--- src/sv/glb_pkg.sv ---
// ----------------------------------------------------------------------------
// glb_pkg
// shared constants and types for the glyph bitmap blitter
// ----------------------------------------------------------------------------
package glb_pkg;

    // display geometry
    localparam int COLUMNS          = 256;
    localparam int BYTES_PER_COLUMN = 16;

    // framebuffer store
    localparam int STORE_DEPTH = 4096;
    localparam int ADDR_W      = 12;

    // item kinds
    localparam logic [1:0] KIND_GLYPH = 2'd0;
    localparam logic [1:0] KIND_READ  = 2'd1;
    localparam logic [1:0] KIND_WRITE = 2'd2;

    // store write port
    typedef struct packed {
        logic              en;
        logic [ADDR_W-1:0] addr;
        logic [7:0]        data;
    } ram_wr_t;

    // store read port
    typedef struct packed {
        logic              en;
        logic [ADDR_W-1:0] addr;
    } ram_rd_t;

    // pixel placement from the pixel address unit
    typedef struct packed {
        logic              hit;
        logic [ADDR_W-1:0] addr;
        logic [7:0]        mask;
    } pix_t;

endpackage

--- src/sv/glb_pixel_unit.sv ---
// ----------------------------------------------------------------------------
// glb_pixel_unit
// maps one glyph pixel to a store byte address and bit mask, with clipping
// ----------------------------------------------------------------------------
module glb_pixel_unit (
    input  logic signed [9:0] origin_x,
    input  logic signed [9:0] origin_y,
    input  logic [7:0]        col,
    input  logic [7:0]        row,
    output glb_pkg::pix_t     pix
);

    localparam int BPC_W  = $clog2(glb_pkg::BYTES_PER_COLUMN + 1);
    localparam int PROD_W = 10 + BPC_W;
    localparam int FULL_W = PROD_W + 2;

    logic signed [10:0] px;
    logic signed [10:0] py;
    logic               px_ok;
    logic               py_ok;
    logic [PROD_W-1:0]  prod;
    logic [FULL_W-1:0]  addr_full;

    assign px = {origin_x[9], origin_x} + $signed({3'b000, col});
    assign py = {origin_y[9], origin_y} + $signed({3'b000, row});

    // sign bit clear and below the display limits
    assign px_ok = !px[10] && ({1'b0, px[9:0]} < 11'(glb_pkg::COLUMNS));
    assign py_ok = !py[10] && ({1'b0, py[9:0]} < 11'(8 * glb_pkg::BYTES_PER_COLUMN));

    assign prod      = PROD_W'(px[9:0]) * PROD_W'(glb_pkg::BYTES_PER_COLUMN);
    assign addr_full = FULL_W'(prod) + FULL_W'(py[9:3]);

    assign pix.hit  = px_ok && py_ok && (addr_full < FULL_W'(glb_pkg::STORE_DEPTH));
    assign pix.addr = addr_full[glb_pkg::ADDR_W-1:0];
    assign pix.mask = 8'h80 >> py[2:0];

endmodule
--- config.mk ---
export PLATFORM = sky130hd
export DESIGN_NAME = glb_pixel_unit
export DESIGN_NICKNAME = d
export VERILOG_FILES = /design/src/sv/glb_pkg.sv /design/src/sv/glb_pixel_unit.sv
export SDC_FILE = /design/constraint.sdc
export NUM_CORES = 1
export LEC_CHECK = 0
export BUFFER_PORTS_ARGS = -buffer_cell sky130_fd_sc_hd__buf_4
export CAP_MARGIN = 15
export CELL_PAD_IN_SITES_DETAIL_PLACEMENT = 0
export CELL_PAD_IN_SITES_GLOBAL_PLACEMENT = 1
export CORE_MARGIN = 5
export CORE_UTILIZATION = 33
export DETAILED_ROUTE_END_ITERATION = 16
export PLACE_DENSITY_LB_ADDON = 0.3
export SETUP_SLACK_MARGIN = 0.5
export SLEW_MARGIN = 20
export SYNTH_ARGS = -nofsm -noshare
export SYNTH_HDL_FRONTEND = slang
export SYNTH_SLANG_ARGS = --single-unit
--- constraint.sdc ---
create_clock -name vclk -period 3.7
set_clock_uncertainty 0.2 [all_clocks]
set_input_delay 0 -clock vclk [all_inputs]
set_output_delay 0 -clock vclk [all_outputs]
set_load 0.01 [all_outputs]
== Yosys cells after proc, flatten, opt, wreduce, memory -nomap -nowiden ==
Index checks and enable logic that the tools add are counted.
Word-level totals
  bits in registers: 0
  output and inout bits: 21
  logic and storage cells: 13
Operators by class
  magnitude comparators: 3
  reductions and logical operators: 6
  shift operators: 1
  add/subtract/negate cells: 3
Operators with widths (number)
  $add 10x9->11: 2
  $add 14x7->15: 1
  $lt 15x13->1 const B: 1
  $lt 10x8->1 const B: 1
  $lt 10x9->1 const B: 1
  $shr 8x3->8 const A: 1
  $logic_and 1x1->1: 4
  $logic_not 1->1: 2

== Longest topological paths before layout ==
  word-level depth: 5
  mapped depth: 14
  gate-level depth less buffers: 14

== Least setup slack after synthesis ==
OpenSTA, ideal clock, no wires.
  path type: input port to output port
  from: input port origin_y[4]
  to: output port pix[20] (netlist bit)
  data arrival time: 2.617 ns
  cell stages on the path: 14
  path buffers: 0
  setup slack: 0.883 ns
  required time: 3.500 ns
  cells stage by stage: ha_1 a21o_1 a31o_2 o21a_1 o21ai_0 and2b_1 xnor2_1 ha_1 ha_1 a21oi_1 o211ai_1 a21oi_1 nor4_1 nor4_1
RTL lines
  from (decl): line glb_pixel_unit.sv:7  | input logic signed [9:0] origin_y,
  to (decl): line glb_pixel_unit.sv:10  | output glb_pkg::pix_t pix

==> flow_summary_export.csv <==
group,metric,value,unit
sta,min_period_over_period,80.0,%
synth,synthCells,142,
power,intPower,215,µW
synth,seq_area_frac_synth,0,%
job,maxCapViolations,0,
sta,tns,0,ns
power,vdd_drop_max,0.144,mV
place,dp_hpwl,2.78,mm
sta,slew_headroom,68.1,%
min_path,hp-class,"input pin to output pin",
synth,syn_area,0.00111,mm²
setup_path,critical_path_class,"input pin to output pin",
sta,finalSetupViolations,0,
layout,final_common_cell,"buf_4",
layout,seq_cells,0,
power,powerDensity,259,mW/mm²
grt,grt_max_degree,8,
sta,rsz0062_at_grt,"no",
power,p_total,420,µW
sta,max_freq,338,MHz
sta,tightest_slew,0.479,ns
layout,mostFrequentLayoutCells,"58 x buf_4, 17 x nor2_1, 16 x ha_1, 12 x xnor2_1, 9 x o21ai_0",
place,routabilityCongestion,0.880,
sta,slew_violations,0,
grt,grt_util_all_layers,13.9,%
grt,grt_overflow,0,
setup_path,crit_required,3.50,ns
grt,grt_pass1_wl,5.27,mm
synth,synth_top_area_share,21.5,%
layout,regArea,0,µm²
synth,syn_avg_cell_area,7.79,µm²
power,combPwrFrac,100.0,%
layout,nets,259,
layout,clockBufferCount,0,
route,wl_per_cell,12.4,µm
route,ant_nets,0,
power,seq_power_share,0,%
floorplanning,rows,21,
route,dr_total_vias,1211,
layout,syn_to_final_growth,46.7,%
floorplanning,die_area,0.00461,mm²
sta,min_period,2.96,ns
sta,finalHoldViolCount,0,
floorplanning,die_w,67.9,µm
floorplanning,start_util,33.7,%
place,io_buffers,57,
setup_path,startpoint_type,"input pin",
power,p_switching,205,µW
power,p_leak,0.000754,µW
route,wl,3.06,mm
floorplanning,core-area,0.00328,mm²
synth,syn_nets,199,
route,drtIter0Drc,18,
status,outcome,"complete, no violations",
power,pwr-share-clk,0,%
place,pre_cts_slack,0.471,ns
setup_path,critPathCaptureType,"output pin",
power,swShare,48.9,%
synth,ys_types,38,
grt,antenna_found_initial,0,
floorplanning,io_pins,57,
layout,drive_gt1_share,36.5,%
route,vias_per_cell,4.92,
setup_path,arrival,2.76,ns
floorplanning,die_h,67.9,µm
setup_path,cp_max_fo,5,
synth,synth.largest_area_cell,"ha_1",
route,first_pass_iters,4,
sta,fin_ws,0.742,ns
route,drc,0,
layout,antenna_cells,0,
synth,yosysWarnings,0,
synth,ys_top_cells_by_area,"ha_1 21%, xnor2_1 9.5%, nor2_1 6.1%, xor2_1 5.5%, o21a_1 5.4%",
grt,first_global_vias,1238,
==> power by group through the flow <==
stage | Clock [µW] | Sequential (µW) | Combinational, µW
floorplan | 0 | 0 | 258
global placement | 0 | 0 | 409
detailed placement | 0 | 0 | 414
CTS | 0 | 0 | 419
global route | 0 | 0 | 465
finish | 0 | 0 | 420
==> repair_timing <==
action	4_1_cts	5_1_grt
pin swaps	1	4
setup buffers	0	1
gates resized for setup	2	4
gates cloned	0	0
hold buffers	0	0
endpoints found under the setup margin	1	3
==> through the flow <==
step / instances / instance area, µm² / utilization [%] / hold WS, ns
global route: 246 / 1620 / 49.4 / 0.254
detailed placement: 245 / 1590 / 48.5 / 0.218
global placement: 245 / 1590 / 48.5 / 0.236
floorplan: 142 / 1110 / - / -0.00624
finish: 246 / 1620 / 49.4 / 0.232
CTS: 245 / 1600 / 48.6 / 0.218
==> cell type report <==
| cell class | instances | area [µm²] |
|---|---|---|
| tap | 46 | 57.6 |
| inverter | 6 | 22.5 |
| fill | 336 | 1660 |
| multi-input combinational | 136 | 1110 |
| timing repair buffer | 58 | 435 |
==> cell usage after synthesis, types with 2 or more instances <==
cell type  instances
nor3_1             3
nand3_1            5
nand2b_1           4
a21o_1             3
a21oi_1            8
nand2_1            8
nor2b_1            4
o211ai_1           2
o21ai_0            9
nor2_1            18
nor4_1             2
fa_1               2
o21a_1             8
or3_1              2
xnor2_1           12
ha_1              19
inv_1              6
xor2_1             7
==> critical path: stages <==
cell	delay, ns
buf_4	0.12
ha_4	0.26
a21o_1	0.19
a31o_2	0.24
o21a_1	0.22
o21ai_0	0.13
and2b_1	0.15
xnor2_1	0.16
ha_2	0.25
ha_1	0.15
a21oi_1	0.04
o211ai_1	0.17
a21oi_2	0.10
buf_4	0.14
nand2b_1	0.15
xnor2_1	0.15
buf_4	0.14
==> kinds of logic after synthesis <==
kind of cell / count (synthesis) / synth area share (%)
buf+inv: 6 / 2.04
xor+xnor: 21 / 18.6
simple gates: 52 / 23.4
mux: 1 / 0.905
fa+ha+maj: 21 / 25.1
compound gates: 41 / 30.0
==> routing by layer <==
| metal | GRT usage (%) | routed length [µm] | vias up |
|---|---|---|---|
| met5 | 0 | 0 | - |
| met4 | 0 | 0 | 0 |
| met3 | 0.493 | 162 | 0 |
| met2 | 27.9 | 1550 | 28 |
| met1 | 17.2 | 1350 | 545 |
| li1 | - | - | 638 |
==> final timing paths <==
| path | slack, ns | from | endpoint | cells after the start |
|---|---|---|---|---|
| setup / recovery | 0.74 | origin_y[4] | pix[16] | 17 |
| hold / removal | 0.23 | col[0] | pix[12] | 4 |
Note: power is estimated with default switching activity, not from simulation.
